[config.mk]
export PLATFORM = sky130hd
export DESIGN_NAME = union_find_edge_acceptor
export DESIGN_NICKNAME = d
export VERILOG_FILES = /design/src/rtl/core/ufea_pkg.sv /design/src/rtl/core/ufea_ram.sv /design/src/rtl/core/ufea_ctrl.sv /design/src/rtl/core/ufea_dpath.sv /design/src/rtl/core/union_find_edge_acceptor.sv
export SDC_FILE = /design/constraint.sdc
export NUM_CORES = 2
export LEC_CHECK = 0
export ABC_AREA = 0
export BUFFER_PORTS_ARGS = -buffer_cell sky130_fd_sc_hd__buf_2
export CAP_MARGIN = 20
export CELL_PAD_IN_SITES_DETAIL_PLACEMENT = 2
export CELL_PAD_IN_SITES_GLOBAL_PLACEMENT = 2
export CORE_MARGIN = 2
export CORE_UTILIZATION = 30
export CTS_BUF_LIST = sky130_fd_sc_hd__clkbuf_8
export DETAILED_ROUTE_END_ITERATION = 8
export GPL_ROUTABILITY_DRIVEN = 1
export GPL_TIMING_DRIVEN = 0
export PLACE_DENSITY_LB_ADDON = 0.1
export SLEW_MARGIN = 20
export SYNTH_ARGS = -nofsm -noshare
export SYNTH_HDL_FRONTEND = slang
export SYNTH_SLANG_ARGS = --single-unit
[constraint.sdc]
create_clock -name clock -period 7.85 [get_ports clock]
set_input_delay 1.57 -clock clock [delete_from_list [all_inputs] [get_ports clock]]
set_output_delay 1.57 -clock clock [all_outputs]
set_load 0.05 [all_outputs]
[src/rtl/core/ufea_pkg.sv]
// ----------------------------------------------------------------------------
// ufea_pkg
// Shared types and constants of the union-find edge acceptor.
// ----------------------------------------------------------------------------
package ufea_pkg;

   // forest size and field widths
   localparam int MAX_NODES = 256;
   localparam int NODE_W    = $clog2(MAX_NODES);
   localparam int COUNT_W   = NODE_W + 1;
   localparam int OP_W      = 2;

   // reset value of the node count register
   localparam logic [COUNT_W-1:0] COUNT_RESET = COUNT_W'(MAX_NODES);

   // item opcodes
   typedef enum logic [OP_W-1:0] {
      OP_EDGE  = 2'd0,
      OP_FIND  = 2'd1,
      OP_CLEAR = 2'd2
   } opcode_type;

   // commands from the controller to the datapath
   typedef struct packed {
      logic load_req;   // latch the item, cur = endpoint_a, clear result
      logic set_err;    // flag a range error
      logic rd_issue;   // read the parent link of cur
      logic step;       // cur moves up to its parent
      logic save_a;     // cur is the root of endpoint_a
      logic sel_b;      // cur = endpoint_b
      logic save_b;     // cur is the root of endpoint_b
      logic link;       // link root_b under root_a
      logic clr_forest; // every node becomes a root
      logic load_rsp;   // move the result into the output register
   } ctl_cmd_type;

   // status from the datapath to the controller
   typedef struct packed {
      logic [OP_W-1:0] op;
      logic            a_ok;
      logic            b_ok;
      logic            at_root;
      logic            roots_differ;
      logic            rsp_free;
   } dp_status_type;

endpackage

[src/rtl/core/ufea_ram.sv]
// ----------------------------------------------------------------------------
// ufea_ram
// Generic single-write, single-read RAM with registered read data.
// ----------------------------------------------------------------------------
module ufea_ram #(
   parameter int WIDTH = 8,
   parameter int DEPTH = 256
) (
   input  logic                     clock,
   input  logic                     wr_en,
   input  logic [$clog2(DEPTH)-1:0] wr_addr,
   input  logic [WIDTH-1:0]         wr_data,
   input  logic                     rd_en,
   input  logic [$clog2(DEPTH)-1:0] rd_addr,
   output logic [WIDTH-1:0]         rd_data
);

   logic [WIDTH-1:0] mem_ff [DEPTH];
   logic [WIDTH-1:0] rd_data_ff;

   // write port and registered read port
   always_ff @(posedge clock) begin
      if (wr_en) begin
         mem_ff[wr_addr] <= wr_data;
      end
      if (rd_en) begin
         rd_data_ff <= mem_ff[rd_addr];
      end
   end

   assign rd_data = rd_data_ff;

endmodule

[src/rtl/core/ufea_ctrl.sv]
// ----------------------------------------------------------------------------
// ufea_ctrl
// Controller: sequences range check, one or two chain walks, link or clear, and response.
// ----------------------------------------------------------------------------
module ufea_ctrl
   import ufea_pkg::*;
(
   input  logic          clock,
   input  logic          reset,
   input  logic          req_accept,
   input  dp_status_type status,
   output logic          idle,
   output ctl_cmd_type   cmd
);

   typedef enum logic [2:0] {
      ST_IDLE,
      ST_DECODE,
      ST_RD_A,
      ST_CK_A,
      ST_RD_B,
      ST_CK_B,
      ST_LINK,
      ST_DONE
   } state_type;

   state_type state_ff;
   state_type state_in;

   // next state and datapath commands
   always_comb begin
      state_in = state_ff;
      cmd      = '0;
      unique case (state_ff)
         ST_IDLE: begin
            if (req_accept) begin
               cmd.load_req = 1'b1;
               state_in     = ST_DECODE;
            end
         end
         ST_DECODE: begin
            case (status.op)
               OP_EDGE: begin
                  if (status.a_ok && status.b_ok) begin
                     state_in = ST_RD_A;
                  end else begin
                     cmd.set_err = 1'b1;
                     state_in    = ST_DONE;
                  end
               end
               OP_FIND: begin
                  if (status.a_ok) begin
                     state_in = ST_RD_A;
                  end else begin
                     cmd.set_err = 1'b1;
                     state_in    = ST_DONE;
                  end
               end
               OP_CLEAR: begin
                  cmd.clr_forest = 1'b1;
                  state_in       = ST_DONE;
               end
               default: begin
                  state_in = ST_DONE;
               end
            endcase
         end
         ST_RD_A: begin
            cmd.rd_issue = 1'b1;
            state_in     = ST_CK_A;
         end
         ST_CK_A: begin
            if (status.at_root) begin
               cmd.save_a = 1'b1;
               if (status.op == OP_EDGE) begin
                  cmd.sel_b = 1'b1;
                  state_in  = ST_RD_B;
               end else begin
                  state_in = ST_DONE;
               end
            end else begin
               cmd.step = 1'b1;
               state_in = ST_RD_A;
            end
         end
         ST_RD_B: begin
            cmd.rd_issue = 1'b1;
            state_in     = ST_CK_B;
         end
         ST_CK_B: begin
            if (status.at_root) begin
               cmd.save_b = 1'b1;
               state_in   = ST_LINK;
            end else begin
               cmd.step = 1'b1;
               state_in = ST_RD_B;
            end
         end
         ST_LINK: begin
            cmd.link = status.roots_differ;
            state_in = ST_DONE;
         end
         ST_DONE: begin
            if (status.rsp_free) begin
               cmd.load_rsp = 1'b1;
               state_in     = ST_IDLE;
            end
         end
         default: begin
            state_in = ST_IDLE;
         end
      endcase
   end

   // state register
   always_ff @(posedge clock) begin
      if (reset) begin
         state_ff <= ST_IDLE;
      end else begin
         state_ff <= state_in;
      end
   end

   assign idle = (state_ff == ST_IDLE);

endmodule

[src/rtl/core/ufea_dpath.sv]
// ----------------------------------------------------------------------------
// ufea_dpath
// Datapath: node count register, parent link memory, linked bits, walk pointer, result and
// output register.
// ----------------------------------------------------------------------------
module ufea_dpath
   import ufea_pkg::*;
(
   input  logic               clock,
   input  logic               reset,
   input  ctl_cmd_type        cmd,
   output dp_status_type      status,
   input  logic [OP_W-1:0]    req_op,
   input  logic [NODE_W-1:0]  req_a,
   input  logic [NODE_W-1:0]  req_b,
   input  logic               csr_wr_en,
   input  logic [COUNT_W-1:0] csr_wr_data,
   output logic               rsp_tvalid,
   input  logic               rsp_tready,
   output logic [23:0]        rsp_tdata
);

   logic [COUNT_W-1:0]   node_count_ff;
   logic [OP_W-1:0]      op_ff;
   logic [NODE_W-1:0]    a_ff;
   logic [NODE_W-1:0]    b_ff;
   logic [NODE_W-1:0]    cur_ff;
   logic [MAX_NODES-1:0] linked_ff;
   logic                 linked_rd_ff;
   logic [NODE_W-1:0]    root_a_ff;
   logic [NODE_W-1:0]    root_b_ff;
   logic                 acc_ff;
   logic                 err_ff;
   logic                 rsp_valid_ff;
   logic [23:0]          rsp_data_ff;
   logic [COUNT_W-1:0]   limit;
   logic [NODE_W-1:0]    ram_q;
   logic [NODE_W-1:0]    up;

   // nodes in use, capped at the forest size
   assign limit = (node_count_ff > COUNT_W'(MAX_NODES)) ? COUNT_W'(MAX_NODES)
                                                         : node_count_ff;

   // parent links; an entry holds a parent only while its linked bit is set
   ufea_ram #(
      .WIDTH (NODE_W),
      .DEPTH (MAX_NODES)
   ) u_link_ram (
      .clock   (clock),
      .wr_en   (cmd.link),
      .wr_addr (root_b_ff),
      .wr_data (root_a_ff),
      .rd_en   (cmd.rd_issue),
      .rd_addr (cur_ff),
      .rd_data (ram_q)
   );

   // an unlinked node is its own parent
   assign up = linked_rd_ff ? ram_q : cur_ff;

   // node count register
   always_ff @(posedge clock) begin
      if (reset) begin
         node_count_ff <= COUNT_RESET;
      end else if (csr_wr_en) begin
         node_count_ff <= csr_wr_data;
      end
   end

   // linked bits, cleared by reset and by a clear item
   always_ff @(posedge clock) begin
      if (reset || cmd.clr_forest) begin
         linked_ff <= '0;
      end else if (cmd.link) begin
         linked_ff[root_b_ff] <= 1'b1;
      end
   end

   // item, walk pointer and result under construction
   always_ff @(posedge clock) begin
      if (cmd.rd_issue) begin
         linked_rd_ff <= linked_ff[cur_ff];
      end
      if (cmd.load_req) begin
         op_ff     <= req_op;
         a_ff      <= req_a;
         b_ff      <= req_b;
         cur_ff    <= req_a;
         root_a_ff <= '0;
         root_b_ff <= '0;
         acc_ff    <= 1'b0;
         err_ff    <= 1'b0;
      end else begin
         if (cmd.set_err) begin
            err_ff <= 1'b1;
         end
         if (cmd.step) begin
            cur_ff <= up;
         end
         if (cmd.save_a) begin
            root_a_ff <= cur_ff;
         end
         if (cmd.sel_b) begin
            cur_ff <= b_ff;
         end
         if (cmd.save_b) begin
            root_b_ff <= cur_ff;
         end
         if (cmd.link) begin
            acc_ff <= 1'b1;
         end
      end
   end

   // output register
   always_ff @(posedge clock) begin
      if (reset) begin
         rsp_valid_ff <= 1'b0;
      end else if (cmd.load_rsp) begin
         rsp_valid_ff <= 1'b1;
      end else if (rsp_tready) begin
         rsp_valid_ff <= 1'b0;
      end
   end

   always_ff @(posedge clock) begin
      if (cmd.load_rsp) begin
         rsp_data_ff <= {6'd0, err_ff, root_b_ff, root_a_ff, acc_ff};
      end
   end

   // status to the controller
   assign status.op           = op_ff;
   assign status.a_ok         = ({1'b0, a_ff} < limit);
   assign status.b_ok         = ({1'b0, b_ff} < limit);
   assign status.at_root      = (up == cur_ff);
   assign status.roots_differ = (root_a_ff != root_b_ff);
   assign status.rsp_free     = !rsp_valid_ff || rsp_tready;

   assign rsp_tvalid = rsp_valid_ff;
   assign rsp_tdata  = rsp_data_ff;

endmodule

[src/rtl/core/union_find_edge_acceptor.sv]
// ----------------------------------------------------------------------------
// union_find_edge_acceptor
// Disjoint-set forest for the union step of a minimum spanning tree build:
// edge, find and clear items, roots found by walking parent links without
// compression.
// ----------------------------------------------------------------------------
//  channel | direction | handshake              | payload
//  req     | in        | req_tvalid/req_tready  | tuser opcode, tdata endpoints
//  rsp     | out       | rsp_tvalid/rsp_tready  | tdata result fields
//  csr     | in        | csr_wr_en              | csr_wr_data node_count
//
// An edge walks the chains of endpoint_a and endpoint_b to their roots, a
// find only that of endpoint_a; each step up a chain costs one read of the
// link RAM, whose data is registered. Clear items and range errors go from
// decode straight to the response. Reset makes every node a root (linked bits).
// A waiting result does not block the next item; only the final load of
// the output register waits for it to be taken.
// ----------------------------------------------------------------------------
module union_find_edge_acceptor
   import ufea_pkg::*;
(
   input  logic         clock,
   input  logic         reset,
   input  logic         req_tvalid,
   output logic         req_tready,
   input  logic [15:0]  req_tdata,   // endpoint_a [7:0], endpoint_b [15:8]
   input  logic [1:0]   req_tuser,   // opcode [1:0]
   output logic         rsp_tvalid,
   input  logic         rsp_tready,
   output logic [23:0]  rsp_tdata,   // accepted [0], root_a [8:1], root_b [16:9],
                                     // range_error [17], zero [23:18]
   input  logic         csr_wr_en,
   input  logic [8:0]   csr_wr_data  // node_count
);

   ctl_cmd_type   cmd;
   dp_status_type status;
   logic          idle;

   // an item is taken whenever the controller is idle
   assign req_tready = idle;

   ufea_ctrl u_ctrl (
      .clock      (clock),
      .reset      (reset),
      .req_accept (req_tvalid && idle),
      .status     (status),
      .idle       (idle),
      .cmd        (cmd)
   );

   ufea_dpath u_dpath (
      .clock       (clock),
      .reset       (reset),
      .cmd         (cmd),
      .status      (status),
      .req_op      (req_tuser),
      .req_a       (req_tdata[7:0]),
      .req_b       (req_tdata[15:8]),
      .csr_wr_en   (csr_wr_en),
      .csr_wr_data (csr_wr_data),
      .rsp_tvalid  (rsp_tvalid),
      .rsp_tready  (rsp_tready),
      .rsp_tdata   (rsp_tdata)
   );

endmodule
* After elaboration in Yosys (flattened, before gate mapping)
Memory sizes are Yosys's and may differ from the RTL's. A register that Yosys moved wholly into a read port is not among the register bits.
Cells that the tools add are included.
** Storage, ports and cells
- Flip-flop bits (word level) :: 332
- Memories kept :: 1
- Word-level logic and storage cells :: 89
- Memory bits (writable) :: 2048
- Output and inout port bits :: 26
** Memories
- u_dpath.u_link_ram.mem_ff :: words 256, bits a word 8, rd ports 1, clocked after memory_dff 1, write ports 1, line ufea_ram.sv:18 : logic [WIDTH-1:0] mem_ff [DEPTH];
** Operators by class
- Reduce and logical (&&, ||, !) cells :: 13
- $lt $le $gt $ge :: 6
- Bitwise operators :: 1
- Equality and inequality tests :: 13
- Mux-type cells :: 41
** Operators by type and width (number)
- 256-bit bitwise OR :: 1
- 8-bit 2-to-1 mux :: 4
- 3-bit case mux with 8 select lines :: 1
- 1-bit 2-to-1 mux :: 22
- 8-bit by 9-bit < comparator with 1-bit output :: 2
- 8-bit by 9-bit < comparator with 1-bit output (second input constant) :: 2
- 3-bit 2-to-1 mux :: 5
- 3-bit == test (second input constant) :: 4
- 9-bit greater-than comparator (second input constant) :: 1
- 9-bit 2-to-1 mux :: 1
- 1-bit binary-select mux with 8-bit select :: 1
- 1-bit demux with 8-bit select :: 1
- 8-bit == test :: 1
- 8-bit by 1-bit >= comparator with 1-bit output (second input constant) :: 1
- 2-bit 2-to-1 mux :: 4
- 8-bit inequality test :: 1
- 3-bit by 2-bit == test with 1-bit output (second input constant) :: 2
- 3-bit case mux with 2 select lines :: 1
- 2-bit OR reduction :: 2
- 3-bit by 1-bit == test with 1-bit output (second input constant) :: 1
- 1-bit logical AND :: 3
- 3-bit logical NOT :: 1
- 3-bit nonzero test :: 1
- 2-bit by 1-bit == test with 1-bit output (second input constant) :: 1
- other kinds (9) :: 10

* Logic depth before layout (Yosys ltp)
- Word-level depth :: 7
- Gate-level depth with buffers :: 12

* Modules after synthesis
Synthesis repeated with hierarchy kept, for this count alone.
** Unflattened totals
- Cell total of the unflattened synthesis :: 5154
- Area total of the unflattened synthesis :: 93397.1 um^2
** Modules (own cells, without submodules)
- ufea_ram :: cells each 3733, area each 79636.4 um^2, seq. area each 61739.2 um^2, instances 1
- ufea_dpath :: cells each 1381, area each 13430.4 um^2, seq. area each 7036.7 um^2, instances 1
- ufea_ctrl :: cells each 39, area each 324.1 um^2, seq. area each 60.1 um^2, instances 1
- union_find_edge_acceptor :: cells each 1, area each 6.3 um^2, seq. area each 0.0 um^2, instances 1

* Least setup slack after synthesis
Ideal clock, no wire load.
- Kind :: reg2reg
- Start point :: reg u_dpath.root_a_ff[6]
- End point :: reg u_dpath.linked_ff[215]
- Library setup time :: 115 ps
- Arrival :: 5534 ps
- Required time :: 7735 ps
- Slack :: 2201 ps
- Buffers on the path :: 1
- Stages on the path, launching flop included :: 8
- Path through :: dfxtp_1 -> xor2_1 -> nor4_4 -> a2111oi_4 -> nand3_1 -> buf_2 -> nor2_1 -> o21a_1
** On the way
- Longest elaborated chain between the ends :: 2
** Ends and longest elaborated chain
- from (decl) :: line ufea_dpath.sv:30 : logic [NODE_W-1:0] root_a_ff;
- from (signal assigned) :: line ufea_dpath.sv:101 : root_a_ff <= cur_ff;
- 8-bit inequality test :: line ufea_dpath.sv:137 : assign status.roots_differ = (root_a_ff != root_b_ff);
- 1-bit 2-to-1 mux :: line ufea_ctrl.sv:34 : unique case (state_ff)
- to (signal assigned) :: line ufea_dpath.sv:73 : linked_ff <= '0;
- to (signal, indexed assignment) :: line ufea_dpath.sv:75 : linked_ff[root_b_ff] <= 1'b1;
- to (decl) :: line ufea_dpath.sv:28 : logic [MAX_NODES-1:0] linked_ff;
Every way passes these cells.
A chain may end at the register's enable or synchronous reset.

==> results.sh <==
export IMPL_cts_hold_buffers=0
export IMPL_initial_utilization_pct=30.2
export IMPL_wl_per_cell_um=39.9
export IMPL_clkLatencyLatePin_ns=1.10
export IMPL_clockBufferDepth=4
export IMPL_hold_path_class="reg -> reg"
export IMPL_yosys_area_top_type="edfxtp_1"
export IMPL_synth_cells=4769
export IMPL_row_count=203
export IMPL_cp_top_family="buffers and inverters"
export IMPL_ant_nets=0
export IMPL_cp_common_cell="buf_2"
export IMPL_dp_hpwl_um=272000
export IMPL_drt_initial_drc_count=6427
export IMPL_busiest_layer="met2"
export IMPL_async_flop_share_pct=0
export IMPL_synth_cell_area_um2=92500
export IMPL_grt_use_met2_pct=38.1
export IMPL_worstSetupPathType="reg -> reg"
export IMPL_multi_input_area_um2=22300
export IMPL_post_cts_buffers=0
export IMPL_numCtsBuffers=428
export IMPL_required_ns=8.63
export IMPL_holdWs_ns=0.461
export IMPL_layout_drive_gt1_share_pct=27.9
export IMPL_nNetsFinal=5397
export IMPL_path_clk_slew_ns=0.07
export IMPL_layout_common_cells="edfxtp_1 (2101), mux4_2 (491), clkbuf_8 (464), dfxtp_1 (279), o21a_1 (259)"
export IMPL_reg2reg_depth=9
export IMPL_routed_via_density=5.41
export IMPL_yosysWarningCount=0
export IMPL_cp_endpoint="u_dpath.u_link_ram.rd_data[5]$_DFFE_PP_"
export IMPL_cpMaxStageDelayCell="buf_1"
export IMPL_portBuffers=50
export IMPL_cp_data_arrival_time_ns=7.20
export IMPL_drc=0
export IMPL_start_kind="flip-flop"
export IMPL_finClkSkew_ns=0.0689
export IMPL_n_fill_cell=30000
export IMPL_ys_types=68
export IMPL_cp_num_cells=9
export IMPL_area_growth_syn_to_layout_pct=17.1
export IMPL_end_kind="flip-flop"
export IMPL_reg2reg_slack_ns=1.43
export IMPL_status="complete, no violations"
export IMPL_grt_pass1_wl_um=518000
export IMPL_grt_max_degree=71
export IMPL_worstSetupStartpoint="u_dpath.cur_ff[2]$_DFFE_PP_"
export IMPL_gp_congestion=0.847
export IMPL_drt_wl_total_um=392000
export IMPL_cts_tree="built"
export IMPL_finalHoldViolCount=0
export IMPL_htreeDepth=5
export IMPL_layout_commonest_cell="edfxtp_1"
export IMPL_cts_resized_gates=0
export IMPL_core_um2=306000
export IMPL_slowest_delay_ns=0.85
export IMPL_antenna_found_initial=50
export IMPL_slew_viol_final=0
export IMPL_grt_pass1_vias=54500
export IMPL_cp_cell_sequence="buf_2, buf_2, nor2_2, buf_2, buf_1, a22oi_1, a21oi_1, nor4_2, nor3_1"
export IMPL_die_width_um=559
export IMPL_p_per_area_nw_per_um2=322
export IMPL_grt_met3_usage_pct=4.01
export IMPL_synth_flop_cell="edfxtp_1"
export IMPL_slew_headroom_pct=15.4
export IMPL_leakage_nw=35.3
export IMPL_finalSetupViolCount=0
export IMPL_synth_top_area_share_pct=68.2
export IMPL_clock_sinks=2388
export IMPL_vdd_ir_drop_max_mv=0.162
export IMPL_rr_endpoint="u_dpath.u_link_ram.rd_data[5]$_DFFE_PP_"
export IMPL_avgSynthCellArea_um2=19.4
export IMPL_num_io_pins=58
export IMPL_synth_edff_count=2101
export IMPL_synth_area_leaders="edfxtp_1 (68%), mux4_2 (12%), dfxtp_1 (6.2%), o21a_1 (2.1%), mux2i_1 (2.0%)"
export IMPL_maxCapViolCount=0
export IMPL_dr_pass1_iters=6
export IMPL_dieHeight_um=559
export IMPL_overflow=0
export IMPL_die_area_um2=313000
export IMPL_ys_ff_latch=2388
export IMPL_grt_use_met1_pct=35.5
export IMPL_cts_root_buffer="clkbuf_8"
export IMPL_max_freq_ghz=0.156
export IMPL_min_period_ns=6.42
export IMPL_synth_seq_area_share_pct=74.4
export IMPL_cp_buffers_inverters=4
export IMPL_rsz0062_at_grt="no"
export IMPL_grt_usage_pct=24.5
export IMPL_r2r_start="u_dpath.cur_ff[2]$_DFFE_PP_"
export IMPL_ff_latch_area_um2=68900
export IMPL_fin_crit_sh_pct=81.8
export IMPL_tightest_slew_ns=1.26
export IMPL_cp_max_fo=11
export IMPL_fin_tns_setup_ns=0
export IMPL_via_count=53100
[metal layers]
metal  vias up  routed length [um]
li1      20800                   -
met1     29700              177000
met2      2077              179000
met3       516               25000
met4         0               11400
met5         -                   0
[worst min-delay path by stage]
| stage | from | end | slack (ns) | cells past startpoint |
|---|---|---|---|---|
| floorplan | u_dpath.root_b_ff[1]$_SDFFE_PP0P_ | u_dpath.rsp_tdata[10]$_DFFE_PP_ | 0.40 | 0 |
| CTS | u_dpath.linked_ff[195]$_SDFFE_PP0P_ | u_dpath.linked_ff[195]$_SDFFE_PP0P_ | 0.46 | 1 |
| detailed placement | u_dpath.linked_ff[195]$_SDFFE_PP0P_ | u_dpath.linked_ff[195]$_SDFFE_PP0P_ | 0.45 | 1 |
| finish | u_dpath.linked_ff[172]$_SDFFE_PP0P_ | u_dpath.linked_ff[172]$_SDFFE_PP0P_ | 0.46 | 1 |
| global route | u_dpath.linked_ff[86]$_SDFFE_PP0P_ | u_dpath.linked_ff[86]$_SDFFE_PP0P_ | 0.47 | 1 |
| global placement | u_dpath.linked_ff[246]$_SDFFE_PP0P_ | u_dpath.linked_ff[246]$_SDFFE_PP0P_ | 0.44 | 1 |
[through the flow]
stage	instances	power, W	area [um2]	setup WS [ns]	util, %
3_3_place_gp	8924	0.0237	97900	-3.97	32.0
4_1_cts	9800	0.0351	108000	1.72	35.3
2_1_floorplan	4774	0.0188	92500	2.20	-
5_1_grt	9817	0.0357	108000	1.62	35.4
6_report	9824	0.0349	108000	1.43	35.4
3_5_place_dp	9008	0.0237	100000	1.75	32.7
[sequential cells by signal, summed over array words and instances, names as in the netlist]
name / flops
u_dpath.b_ff: 8
u_dpath.root_a_ff: 8
u_dpath.cur_ff: 8
u_dpath.u_link_ram.rd_data: 8
u_ctrl.state_ff: 3
u_dpath.err_ff: 1
u_dpath.node_count_ff: 9
u_dpath.u_link_ram.mem_ff: 2048
u_dpath.acc_ff: 1
u_dpath.root_b_ff: 8
u_dpath.linked_rd_ff: 1
u_dpath.rsp_tvalid: 1
u_dpath.op_ff: 2
u_dpath.a_ff: 8
u_dpath.rsp_tdata: 18
u_dpath.linked_ff: 256
[synthesized netlist by cell type, types with 13 or more instances]
cell / count
nor2_4: 40
nor2b_1: 14
buf_4: 48
mux2i_1: 187
buf_6: 25
clkbuf_1: 133
buf_2: 78
o22ai_1: 37
nand3_1: 17
a221oi_1: 13
nand2b_1: 15
mux2_2: 19
buf_1: 25
nor3_1: 27
o221ai_1: 41
o21a_1: 259
mux4_2: 491
nor4_1: 17
nor2_1: 284
a22oi_1: 182
edfxtp_1: 2101
ha_1: 14
dfxtp_1: 287
o21ai_0: 54
nand2_1: 52
a21oi_1: 141
[final cells by class]
class / count / area share [%]
clock buffers: 464 / 5.89
flip-flops and latches: 2388 / 63.6
well taps: 4100 / 4.74
repair buffers: 147 / 1.93
diodes: 11 / 0.0254
clock inverters: 328 / 1.59
inverters: 7 / 0.0243
multi-input cells: 2064 / 20.6
plain buffers: 315 / 1.66
[power breakdown]
| part | switching [W] | internal (W) |
|---|---|---|
| Sequential | 0.000183 | 0.0143 |
| Clock | 0.00560 | 0.00570 |
| Combinational | 0.00646 | 0.00256 |
[cells by family after synthesis]
family / share of synthesized area (%)
AOI/OAI and AO/OA: 6.23
xor gates and xnor gates: 0.169
adders and majority gates: 0.189
buffers and inverters: 1.89
DFF: 74.4
muxes: 14.2
other: 0.00405
and+or+nand+nor: 2.88
Note: power is estimated with default switching activity, not from simulation.
